### src/design/assert_macros.svh
// Assertion helpers used by rau_back
`ifndef ASSERT_MACROS_SVH
`define ASSERT_MACROS_SVH

// Implication checked on every rising clock edge, disabled while in reset
`define ASSERT_IMPL(label, clk, rst_n, ante, cons, msg) \
    label: assert property (@(posedge clk) disable iff (!rst_n) (ante) |-> (cons)) \
        else $error(msg);

// Next-cycle implication, disabled while in reset
`define ASSERT_NEXT(label, clk, rst_n, ante, cons, msg) \
    label: assert property (@(posedge clk) disable iff (!rst_n) (ante) |=> (cons)) \
        else $error(msg);

`endif

### src/design/rau_pkg.sv
// ----------------------------------------------------------------------------
// rau_pkg
// Types and constants shared by the rational arithmetic unit.
// ----------------------------------------------------------------------------
package rau_pkg;

    localparam int unsigned OPERAND_WIDTH = 16;
    localparam int unsigned IN_W   = 16;
    localparam int unsigned NUM_W  = 33;
    localparam int unsigned DEN_W  = 32;
    localparam int unsigned MAG_W  = 2 * OPERAND_WIDTH + 1;

    typedef enum logic [1:0] {
        ACT_ADD = 2'd0,
        ACT_SUB = 2'd1,
        ACT_MUL = 2'd2,
        ACT_DIV = 2'd3
    } action_t;

    typedef struct packed {
        logic [1:0]             action;
        logic signed [IN_W-1:0] a_num;
        logic signed [IN_W-1:0] a_den;
        logic signed [IN_W-1:0] b_num;
        logic signed [IN_W-1:0] b_den;
    } in_item_t;

    typedef struct packed {
        logic signed [NUM_W-1:0] res_num;
        logic [DEN_W-1:0]        res_den;
        logic                    status;
    } out_item_t;

    // Request from front end to back end: magnitudes and class
    typedef struct packed {
        logic [MAG_W-1:0] nm;
        logic [MAG_W-1:0] dm;
        logic             neg;
        logic             zero_den;
        logic             zero_num;
    } job_t;

endpackage

### src/design/rau_front.sv
// ----------------------------------------------------------------------------
// rau_front
// Accepts requests, forms the raw fraction by cross-multiplication with
// one multiplier in states F_M0, F_M1 and F_M2, and classifies the result.
// ----------------------------------------------------------------------------
module rau_front
    import rau_pkg::*;
(
    input  logic     clk,
    input  logic     rst_n,
    input  logic     push,
    output logic     full,
    input  in_item_t in_item,
    output logic     job_valid,
    input  logic     job_ready,
    output job_t     job
);

    localparam int unsigned OW = OPERAND_WIDTH;
    localparam int unsigned PW = 2 * OW;

    typedef enum logic [4:0] {
        F_IDLE = 5'b00001,
        F_M0   = 5'b00010,
        F_M1   = 5'b00100,
        F_M2   = 5'b01000,
        F_OUT  = 5'b10000
    } fstate_t;

    fstate_t state_reg, state_next;
    logic [1:0]             act_reg;
    logic signed [OW-1:0]   an_reg, ad_reg, bn_reg, bd_reg;
    logic signed [PW:0]     p0_reg, p1_reg, p2_reg;
    logic signed [OW-1:0]   mul_a, mul_b;
    logic signed [PW-1:0]   prod;
    logic signed [PW+1:0]   rn, rd;

    assign full = (state_reg != F_IDLE);

    // one shared multiplier, three products in turn
    always_comb
    begin
        mul_a = an_reg;
        mul_b = bd_reg;
        unique case (state_reg)
            F_M1:
            begin
                mul_a = ad_reg;
                mul_b = (act_reg == ACT_DIV) ? bn_reg : bd_reg;
            end
            F_M2:
            begin
                mul_a = (act_reg == ACT_MUL) ? an_reg : ad_reg;
                mul_b = bn_reg;
            end
            default:
            begin
                mul_a = an_reg;
                mul_b = bd_reg;
            end
        endcase
    end

    assign prod = mul_a * mul_b;

    always_comb
    begin
        state_next = state_reg;
        unique case (state_reg)
            F_IDLE: if (push) state_next = F_M0;
            F_M0:   state_next = F_M1;
            F_M1:   state_next = F_M2;
            F_M2:   state_next = F_OUT;
            F_OUT:  if (job_ready) state_next = F_IDLE;
            default: state_next = F_IDLE;
        endcase
    end

    always_ff @(posedge clk or negedge rst_n)
    begin
        if (!rst_n)
            state_reg <= F_IDLE;
        else
            state_reg <= state_next;
    end

    always_ff @(posedge clk)
    begin
        if (state_reg == F_IDLE && push)
        begin
            act_reg <= in_item.action;
            an_reg  <= OW'(in_item.a_num);
            ad_reg  <= OW'(in_item.a_den);
            bn_reg  <= OW'(in_item.b_num);
            bd_reg  <= OW'(in_item.b_den);
        end
        if (state_reg == F_M0) p0_reg <= (PW+1)'(prod);
        if (state_reg == F_M1) p1_reg <= (PW+1)'(prod);
        if (state_reg == F_M2) p2_reg <= (PW+1)'(prod);
    end

    // p0 = an*bd, p1 = rd, p2 = second numerator term (whole numerator for multiply)
    always_comb
    begin
        rd = (PW+2)'(p1_reg);
        case (act_reg)
            ACT_ADD: rn = (PW+2)'(p0_reg) + (PW+2)'(p2_reg);
            ACT_SUB: rn = (PW+2)'(p0_reg) - (PW+2)'(p2_reg);
            ACT_MUL: rn = (PW+2)'(p2_reg);
            default: rn = (PW+2)'(p0_reg);
        endcase
    end

    assign job_valid    = (state_reg == F_OUT);
    assign job.neg      = rn[PW+1] ^ rd[PW+1];
    assign job.zero_den = (rd == '0);
    assign job.zero_num = (rn == '0);
    assign job.nm       = MAG_W'(rn[PW+1] ? -rn : rn);
    assign job.dm       = MAG_W'(rd[PW+1] ? -rd : rd);

endmodule

### src/design/rau_queue.sv
// ----------------------------------------------------------------------------
// rau_queue
// Two-entry queue between the front and back ends.
// ----------------------------------------------------------------------------
module rau_queue
    import rau_pkg::*;
(
    input  logic clk,
    input  logic rst_n,
    input  logic wr_valid,
    output logic wr_ready,
    input  job_t wr_data,
    output logic rd_valid,
    input  logic rd_ready,
    output job_t rd_data
);

    job_t       mem_reg [2];
    logic       wptr_reg, rptr_reg;
    logic [1:0] cnt_reg;
    logic       do_wr, do_rd;

    assign wr_ready = (cnt_reg != 2'd2);
    assign rd_valid = (cnt_reg != 2'd0);
    assign do_wr    = wr_valid && wr_ready;
    assign do_rd    = rd_valid && rd_ready;
    assign rd_data  = mem_reg[rptr_reg];

    always_ff @(posedge clk or negedge rst_n)
    begin
        if (!rst_n)
        begin
            wptr_reg <= 1'b0;
            rptr_reg <= 1'b0;
            cnt_reg  <= 2'd0;
        end
        else
        begin
            if (do_wr) wptr_reg <= ~wptr_reg;
            if (do_rd) rptr_reg <= ~rptr_reg;
            cnt_reg <= cnt_reg + 2'(do_wr) - 2'(do_rd);
        end
    end

    always_ff @(posedge clk)
    begin
        if (do_wr) mem_reg[wptr_reg] <= wr_data;
    end

endmodule

### src/design/rau_back.sv
// ----------------------------------------------------------------------------
// rau_back
// Binary GCD followed by two restoring divisions, one bit per cycle, and
// the output register; a zero numerator or denominator skips to the output.
// ----------------------------------------------------------------------------
module rau_back
    import rau_pkg::*;
(
    input  logic      clk,
    input  logic      rst_n,
    input  logic      job_valid,
    output logic      job_ready,
    input  job_t      job,
    output logic      empty,
    input  logic      pop,
    output out_item_t out_item
);
    `include "assert_macros.svh"

    typedef enum logic [5:0] {
        B_IDLE = 6'b000001,
        B_GCD  = 6'b000010,
        B_DIVN = 6'b000100,
        B_DIVD = 6'b001000,
        B_DONE = 6'b010000,
        B_HOLD = 6'b100000
    } bstate_t;

    localparam int unsigned CW = $clog2(MAG_W + 1);

    bstate_t          state_reg;
    logic [MAG_W-1:0] nm_reg, dm_reg, u_reg, v_reg, g_reg;
    logic [CW-1:0]    sh_reg, bit_reg;
    logic             neg_reg;
    logic [MAG_W-1:0] quo_reg, rem_reg, qn_reg;
    logic [MAG_W-1:0] dividend;
    logic [MAG_W:0]   trial;
    logic [MAG_W-1:0] diff;
    logic             full_reg;

    assign job_ready = (state_reg == B_IDLE);
    assign empty     = !full_reg;
    assign dividend  = (state_reg == B_DIVN) ? nm_reg : dm_reg;
    assign trial     = {rem_reg, dividend[bit_reg[$clog2(MAG_W)-1:0]]};
    assign diff      = (u_reg > v_reg) ? u_reg - v_reg : v_reg - u_reg;

    always_ff @(posedge clk or negedge rst_n)
    begin
        if (!rst_n)
        begin
            state_reg <= B_IDLE;
            full_reg  <= 1'b0;
        end
        else
        begin
            if (state_reg == B_DONE && (!full_reg || pop))
                full_reg <= 1'b1;
            else if (pop && full_reg)
                full_reg <= 1'b0;
            unique case (state_reg)
                B_IDLE: if (job_valid)
                    state_reg <= (job.zero_den || job.zero_num) ? B_DONE : B_GCD;
                B_GCD:
                    if (u_reg == v_reg) state_reg <= B_DIVN;
                B_DIVN:
                    if (bit_reg == '0) state_reg <= B_DIVD;
                B_DIVD:
                    if (bit_reg == '0) state_reg <= B_DONE;
                B_DONE:
                    if (!full_reg || pop)
                        state_reg <= B_IDLE;
                default: state_reg <= B_IDLE;
            endcase
        end
    end

    always_ff @(posedge clk)
    begin
        unique case (state_reg)
            B_IDLE:
                if (job_valid)
                begin
                    nm_reg  <= job.nm;
                    dm_reg  <= job.dm;
                    u_reg   <= job.nm;
                    v_reg   <= job.dm;
                    sh_reg  <= '0;
                    neg_reg <= job.neg;
                    quo_reg <= '0;
                    rem_reg <= '0;
                    if (job.zero_den)
                    begin
                        qn_reg  <= '0;
                        quo_reg <= '0;
                        neg_reg <= 1'b1;
                    end
                    else if (job.zero_num)
                    begin
                        qn_reg  <= '0;
                        quo_reg <= MAG_W'(1);
                        neg_reg <= 1'b0;
                    end
                end
            B_GCD:
            begin
                // Stein: strip common twos, then subtract
                if (u_reg == v_reg)
                begin
                    g_reg   <= u_reg << sh_reg;
                    bit_reg <= CW'(MAG_W - 1);
                    rem_reg <= '0;
                end
                else if (!u_reg[0] && !v_reg[0])
                begin
                    u_reg  <= u_reg >> 1;
                    v_reg  <= v_reg >> 1;
                    sh_reg <= sh_reg + 1'b1;
                end
                else if (!u_reg[0])
                    u_reg <= u_reg >> 1;
                else if (!v_reg[0])
                    v_reg <= v_reg >> 1;
                else if (u_reg > v_reg)
                    u_reg <= diff;
                else
                    v_reg <= diff;
            end
            B_DIVN, B_DIVD:
            begin
                if (trial >= {1'b0, g_reg})
                begin
                    rem_reg <= MAG_W'(trial - {1'b0, g_reg});
                    quo_reg <= {quo_reg[MAG_W-2:0], 1'b1};
                end
                else
                begin
                    rem_reg <= MAG_W'(trial);
                    quo_reg <= {quo_reg[MAG_W-2:0], 1'b0};
                end
                if (bit_reg == '0)
                begin
                    if (state_reg == B_DIVN)
                    begin
                        qn_reg  <= {quo_reg[MAG_W-2:0], trial >= {1'b0, g_reg}};
                        quo_reg <= '0;
                        rem_reg <= '0;
                        bit_reg <= CW'(MAG_W - 1);
                    end
                end
                else
                    bit_reg <= bit_reg - 1'b1;
            end
            B_DONE:
                if (!full_reg || pop)
                begin
                    out_item.res_num <= neg_reg && qn_reg == '0 && quo_reg == '0
                                      ? '0 : (neg_reg ? -qn_reg : qn_reg);
                    out_item.res_den <= DEN_W'(quo_reg);
                    out_item.status  <= neg_reg && qn_reg == '0 && quo_reg == '0;
                end
            default: ;
        endcase
    end

    `ASSERT_IMPL(a_ready_idle, clk, rst_n, job_ready, state_reg == B_IDLE, "ready outside idle")
    `ASSERT_NEXT(a_gcd_nonzero, clk, rst_n, state_reg == B_GCD, u_reg != '0 && v_reg != '0,
                 "gcd operand hit zero")
    `ASSERT_IMPL(a_den_pos, clk, rst_n, !empty && !out_item.status, out_item.res_den != '0,
                 "zero denominator with good status")

endmodule

### src/design/rational_arithmetic_unit_top.sv
// ----------------------------------------------------------------------------
// rational_arithmetic_unit_top
// Adds, subtracts, multiplies or divides two fractions and reduces the
// result by the greatest common divisor.
// ----------------------------------------------------------------------------
// Usage:
//   Input queue side: drive in_item and raise push; the request is taken on
//   a clock edge with push high and full low.
//   Result side: while empty is low, out_item holds the oldest result; it is
//   taken on an edge with pop high.
//   Sequence: the front end forms three products on one multiplier
//   before the request enters the queue, then the back end runs a binary
//   GCD, two 33-bit one-bit-per-cycle divisions and the output register.
//   The back end sets the rate, taking a new request only when idle.
//   Zero numerator or zero denominator skips GCD and division in the back
//   end. A two-entry queue lets the front end take the next request
//   meanwhile. Reset empties the queue and the output register. If pop
//   stays low, the result is held, the back end, the queue and then the
//   front end fill, and full stays high.
// ----------------------------------------------------------------------------
module rational_arithmetic_unit_top
    import rau_pkg::*;
(
    input  logic      clk,
    input  logic      rst_n,
    input  logic      push,
    output logic      full,
    input  in_item_t  in_item,
    output logic      empty,
    input  logic      pop,
    output out_item_t out_item
);

    logic f_valid, f_ready, q_valid, q_ready;
    job_t f_job, q_job;

    rau_front u_front (
        .clk, .rst_n, .push, .full, .in_item,
        .job_valid(f_valid), .job_ready(f_ready), .job(f_job)
    );

    rau_queue u_queue (
        .clk, .rst_n,
        .wr_valid(f_valid), .wr_ready(f_ready), .wr_data(f_job),
        .rd_valid(q_valid), .rd_ready(q_ready), .rd_data(q_job)
    );

    rau_back u_back (
        .clk, .rst_n,
        .job_valid(q_valid), .job_ready(q_ready), .job(q_job),
        .empty, .pop, .out_item
    );

endmodule
### config.mk
export PLATFORM = sky130hd
export DESIGN_NAME = rational_arithmetic_unit_top
export DESIGN_NICKNAME = d
export VERILOG_FILES = /design/src/design/rau_pkg.sv /design/src/design/rau_front.sv /design/src/design/rau_queue.sv /design/src/design/rau_back.sv /design/src/design/rational_arithmetic_unit_top.sv
export VERILOG_INCLUDE_DIRS = /design/src /design/src/design
export SDC_FILE = /design/constraint.sdc
export NUM_CORES = 2
export LEC_CHECK = 0
export BUFFER_PORTS_ARGS = -buffer_cell sky130_fd_sc_hd__buf_2
export CAP_MARGIN = 0
export CORE_MARGIN = 10
export CORE_UTILIZATION = 45
export CTS_CLUSTER_DIAMETER = 50
export CTS_CLUSTER_SIZE = 16
export DETAILED_ROUTE_END_ITERATION = 7
export PLACE_DENSITY = 0.64
export REMOVE_ABC_BUFFERS = 1
export SLEW_MARGIN = 20
export SYNTH_ARGS = -nofsm -noshare
export SYNTH_HDL_FRONTEND = slang
export SYNTH_HIERARCHICAL = 1
export SYNTH_SLANG_ARGS = --single-unit
### constraint.sdc
create_clock -name clk -period 20.9 [get_ports clk]
set_input_delay 4.18 -clock clk [delete_from_list [all_inputs] [get_ports clk]]
set_output_delay 4.18 -clock clk [all_outputs]
set_load 0.02 [all_outputs]
; After elaboration in Yosys (flattened, before gate mapping)
; Memories as Yosys holds them, arrays and structs flattened.
; Cells that the tools add are included.
[word_totals]
elab_cells = 192
register_bits = 521
ram_bits = 138
memories = 1
out_inout_bits = 68
in_bits = 70
[memory_table]
columns = name, words, width, read_ports, rd_clocked_by_memory_dff, wr, line_no
row1 = u_queue.mem_reg, 2, 69, 1, 0, 1, rau_queue.sv:18  ; job_t mem_reg [2];
[op_classes]
n_reduce_logical = 40
n_eq_ne = 33
n_bitwise = 3
magnitude_cmp = 3
shift = 1
n_mux = 68
n_mul = 1
addsub = 12
[op_table]
columns = cell, n
row1 = two-way mux 33 bit, 31
row2 = case mux 33 bit (2 select lines), 4
row3 = case mux 34 bit (3 select lines), 1
row4 = case mux 33 bit (3 select lines), 1
row5 = subtractor 33 bit, 3
row6 = zero test 34 bit, 2
row7 = zero test 33 bit, 2
row8 = two-way mux 6 bit, 11
row9 = negator 33 bit, 2
row10 = case mux 16 bit (2 select lines), 2
row11 = >= comparator 34 x 33 -> 1 bit, 1
row12 = adder 32 x 32 -> 33 bit, 1
row13 = == test 33 bit, 1
row14 = greater-than comparator 33 bit, 1
row15 = negator 32 -> 33 bit, 1
row16 = << shifter 33 x 6 -> 33 bit, 1
row17 = subtractor 32 x 32 -> 33 bit, 1
row18 = multiplier 16 x 16 -> 32 bit, 1
row19 = two-way mux 16 bit, 2
row20 = case mux 6 bit (5 select lines), 1
row21 = case mux 5 bit (5 select lines), 1
row22 = case mux 6 bit (2 select lines), 2
row23 = AND reduction 5 bit, 4
row24 = two-way mux 5 bit, 3
row25 = 38 further kinds, 81

; Depth between registers and ports, before layout
[logic_depth]
ltp_word = 9
mapped_depth = 33
depth_no_buf = 28

; Cells and area by module
; The synthesis kept the hierarchy.
[by_module_without_submodules]
columns = mod, area_each_um2, cells_per_inst, n_inst, seq_area_each_um2
row1 = rau_back, 22497.8, 2197, 1, 10451.3
row2 = rau_front, 20385.8, 2068, 1, 4991.0
row3 = rau_queue, 5530.3, 232, 1, 4244.1

; Worst setup path before layout
; Ideal clock, no wire load.
[synth_timing]
path_kind = reg2reg
start = register u_front.state_reg[4]
end = register, netlist name u_front/p0_reg[31]
setup_ps = 278
stages_incl_launch_ff = 26
path_buffers = 1
period_less_slack_ps = 10577
arrival_time_ps = 10299
path_slack_ps = 10323
required_ps = 20622
cell_sequence = dfrtp_1 > or3_1 > nor3b_1 > a31oi_1 > buf_2 > mux2_2 > nand2_1 > inv_1 > fa_1 > inv_1 > fa_1 > fa_1 > fa_1 > fa_1 > fa_1 > inv_1 > ha_1 > a21o_1 > a21o_1 > a211oi_1 > a21oi_1 > o31ai_1 > a21boi_0 > nor2b_1 > o311ai_0 > xnor2_1
[synth_via]
elab_chain_len = 3
elab_cells_between_ends = 5
cone_classes = mul: 1 / eq/ne: 2 / mux: 2
[synth_lines]
columns = element, line_no
row1 = start: declaration, rau_front.sv:30  ; fstate_t state_reg, state_next;
row2 = start signal: assignment, rau_front.sv:84  ; state_reg <= state_next;
row3 = == test 5 x 4 -> 1 bit or == test 5 x 3 -> 1 bit (tied branches), rau_front.sv:45  ; unique case (state_reg)
row4 = case mux 16 bit (2 select lines), rau_front.sv:45
row5 = multiplier 16 x 16 -> 32 bit (*), rau_front.sv:64  ; assign prod = mul_a * mul_b;
row6 = net u_front.prod[31], rau_front.sv:35  ; logic signed [PW-1:0] prod;
; The timed path passes the listed nets; every way through them passes the cells marked *.
; A chain may end at the register's enable or synchronous reset.

; Final worst setup path
[layout_timing]
start = register u_front.state_reg[4]
end = register, netlist name u_front/p0_reg[31]
[layout_via]
elab_chain_len = 3
elab_cells_between_ends = 5
cone_classes = mul: 1 / eq/ne: 2 / mux: 2
[layout_lines]
columns = element, line_no
row1 = == test 5 x 4 -> 1 bit or == test 5 x 3 -> 1 bit (tied branches), rau_front.sv:45
row2 = case mux 16 bit (2 select lines), rau_front.sv:45
row3 = multiplier 16 x 16 -> 32 bit (*), rau_front.sv:64
row4 = net u_front.prod[31], rau_front.sv:35
; Marks and branches as above.

==> metrics.md <==
| Metric | Value |
|---|---|
| Clk_lat worst skew | `650 ps` |
| Initial DRC count | `2524` |
| PortBufs | `137` |
| Final hold vios | `0` |
| Reg2reg start | `u_front/state_reg[4]$_DFFE_PN0P_` |
| Seq/Total Area, Yosys | `40.7%` |
| Root buffer cell | `clkbuf_16` |
| Startpoint Class | `flop` |
| Core area | `107000 um^2` |
| Die ar. | `121000 um^2` |
| FF-to-FF path depth | `25` |
| Async set-reset flop share out of synthesis | `2.28%` |
| Max_slew headroom | `31.1%` |
| Post-CTS setup buffers | `0` |
| Commonest non-fill, non-tap cell in the layout | `edfxtp_1` |
| CP max stage delay | `700 ps` |
| Die height | `348 um` |
| Vias per std cell | `5.59` |
| Hold Path Stages | `0` |
| Total CTS buffers | `75` |
| Boundary Pins | `138` |
| Max-slew violations | `0` |
| Min Tclk post-route | `8770 ps` |
| RePlAce Congestion | `0.973` |
| # resized after CTS | `0` |
| Crit path capture type | `flop` |
| # Max-Cap Violations | `0` |
| # setup viols final | `0` |
| Worst min path class | `reg -> reg` |
| Prevailing post-synth register cell | `edfxtp_1` |
| Post-synthesis register bit count | `658` |
| TritonRoute pass-1 iters | `5` |
| HP Start | `u_back/quo_reg[19]$_SDFFCE_PP0P_` |
| Syn. warnings | `6` |
| Largest net degree at the start of global routing | `73` |
| NumNets Final | `5141` |
| Post-Syn Area | `48400 um^2` |
| Crit path from | `u_front/state_reg[4]$_DFFE_PN0P_` |
| Arrival time worst endpoint | `9130 ps` |
| Crit-path most repeated cell | `fa_1` |
| Inserted Diodes | `0` |
| Kind of critical path | `reg -> reg` |
| Worst Tran Pin Value | `1020 ps` |
| Clock Skews | `34.6 ps` |
| Gate Count Post-Synth | `4497` |
| Clock buffer depth | `3` |
| Status | `completed` |
| Unique masters post-synth | `111` |
| CTS Sinks | `658` |
| Worst-path clk slew | `70 ps` |
| Max FFs per register | `138` |
| Post-route worst hold slack | `498 ps` |
| Max Clock Freq | `114 MHz` |
| Req. time, crit path | `21260 ps` |
| Layout overhead on the synthesized area | `9.69%` |
| Final ANT Viol Nets | `0` |
| Final WL | `122 mm` |
| Starting density of the core | `45.3%` |
| CP max-delay cell | `mux2i_1` |
| First-pass GRT wire length | `195 mm` |
| Antenna violations before repair | `1` |
| RSZ-0062 raised after global routing | `false` |
| Crit-path max FO | `35` |
| CTS Hold Bufs | `0` |
| Clock tree from TritonCTS | `yes` |
| Dpl hpwl | `96.2 mm` |
| Post-synth EDFFs | `643` |
| Die X | `348 um` |
| Vias | `33800` |
| H-tree levels | `3` |
| GRT Util Overall | `19.9%` |
| Setup TNS | `0 ps` |
| Post-route clock period utilization | `42.0%` |
| DRC violations left | `0` |
| Most frequent cells in the layout | `643 x edfxtp_1, 465 x inv_1, 461 x nor2_1` |
| Row cnt | `120` |
| Grt ovf | `0` |
| Ratio of cells with drive above 1 in the final layout | `12.6%` |
| WL/cell | `20.2 um` |
| Post-synthesis area per instance | `10.8 um^2` |
| Vias in the first global route | `35000` |
-- synthesized netlist by cell type, types with 47 or more instances --
cell,n,area [um^2]
fa_1,266,5330
clkbuf_1,121,454
nand2_1,344,1290
a21o_1,65,488
nor2_1,466,1750
mux2i_1,125,1250
o21ai_0,137,686
mux2_4,69,1040
a21oi_1,230,1150
xor2_1,90,788
inv_1,466,1750
nor3_1,81,405
edfxtp_1,643,19300
ha_1,223,2790
and2_1,88,551
nand3_1,73,365
a211oi_1,47,353
xnor2_1,153,1340
-- routing by layer --
metal	routed length (um)	GRT usage [%]	share of wire [%]
met1	51300	24.6	42
met2	61400	35.7	50
met3	5350	2.59	4.4
met4	4170	6.91	3.4
met5	0	0	0
-- worst max-delay path, delay by kind of cell, from the launching register on --
family | cells | cell delay, ps
adder cells (fa/ha/maj) | 7 | 3550
AO/OA/AOI/OAI | 7 | 1700
buffers and inverters | 4 | 1000
AND/OR/NAND/NOR | 5 | 970
multiplexers | 1 | 700
flip-flops | 1 | 400
XOR/XNOR | 1 | 160
-- worst paths after layout --
path,to,slack (ps)
hold reg to reg,u_back/out_item[20]$_DFFE_PP_,500
setup / recovery,u_front/p0_reg[31]$_DFFE_PP_,12130
min in group asynchronous,u_back/full_reg$_DFFE_PN0P_,3450
max in group asynchronous,u_front/state_reg[0]$_DFFE_PN1P_,17090
hold / removal,u_back/out_item[20]$_DFFE_PP_,500
setup reg to reg,u_front/p0_reg[31]$_DFFE_PP_,12130
-- area by class of cell --
cell class | instances | area [um^2]
clock inverter | 56 | 709
multi-input combinational | 3182 | 26200
sequential | 658 | 19700
timing repair buffer | 196 | 1140
inverter | 469 | 1760
fill | 9631 | 53800
tap | 1403 | 1760
clock buffer | 79 | 1890
-- metrics by stage --
stage	std cells	utilization, %	instance area [um^2]	worst slack, ps
final	6043	49.7	53100	12130
after global routing	6043	49.7	53100	11550
after CTS	6042	49.7	53100	12070
after detailed placement	5907	47.2	50500	12090
after global placement	5907	47.2	50500	12220
after floorplan	4309	-	47500	9310
-- kinds of logic (layout without fill, tap and decap cells) --
family / count (synthesis) / in the layout / synth area share [%]
AO/OA/AOI/OAI: 843 / 843 / 11.8
adder cells (fa/ha/maj): 489 / 489 / 16.8
multiplexers: 283 / 283 / 7.77
AND/OR/NAND/NOR: 1323 / 1323 / 13.1
other: 1 / 1 / 0.00775
XOR/XNOR: 243 / 243 / 4.40
buffers and inverters: 657 / 800 / 5.54
flip-flops: 658 / 658 / 40.7
Power is left out: the tool's default activity adds up to more than one toggle a clock period on the data nets, which glitch-free logic cannot reach.
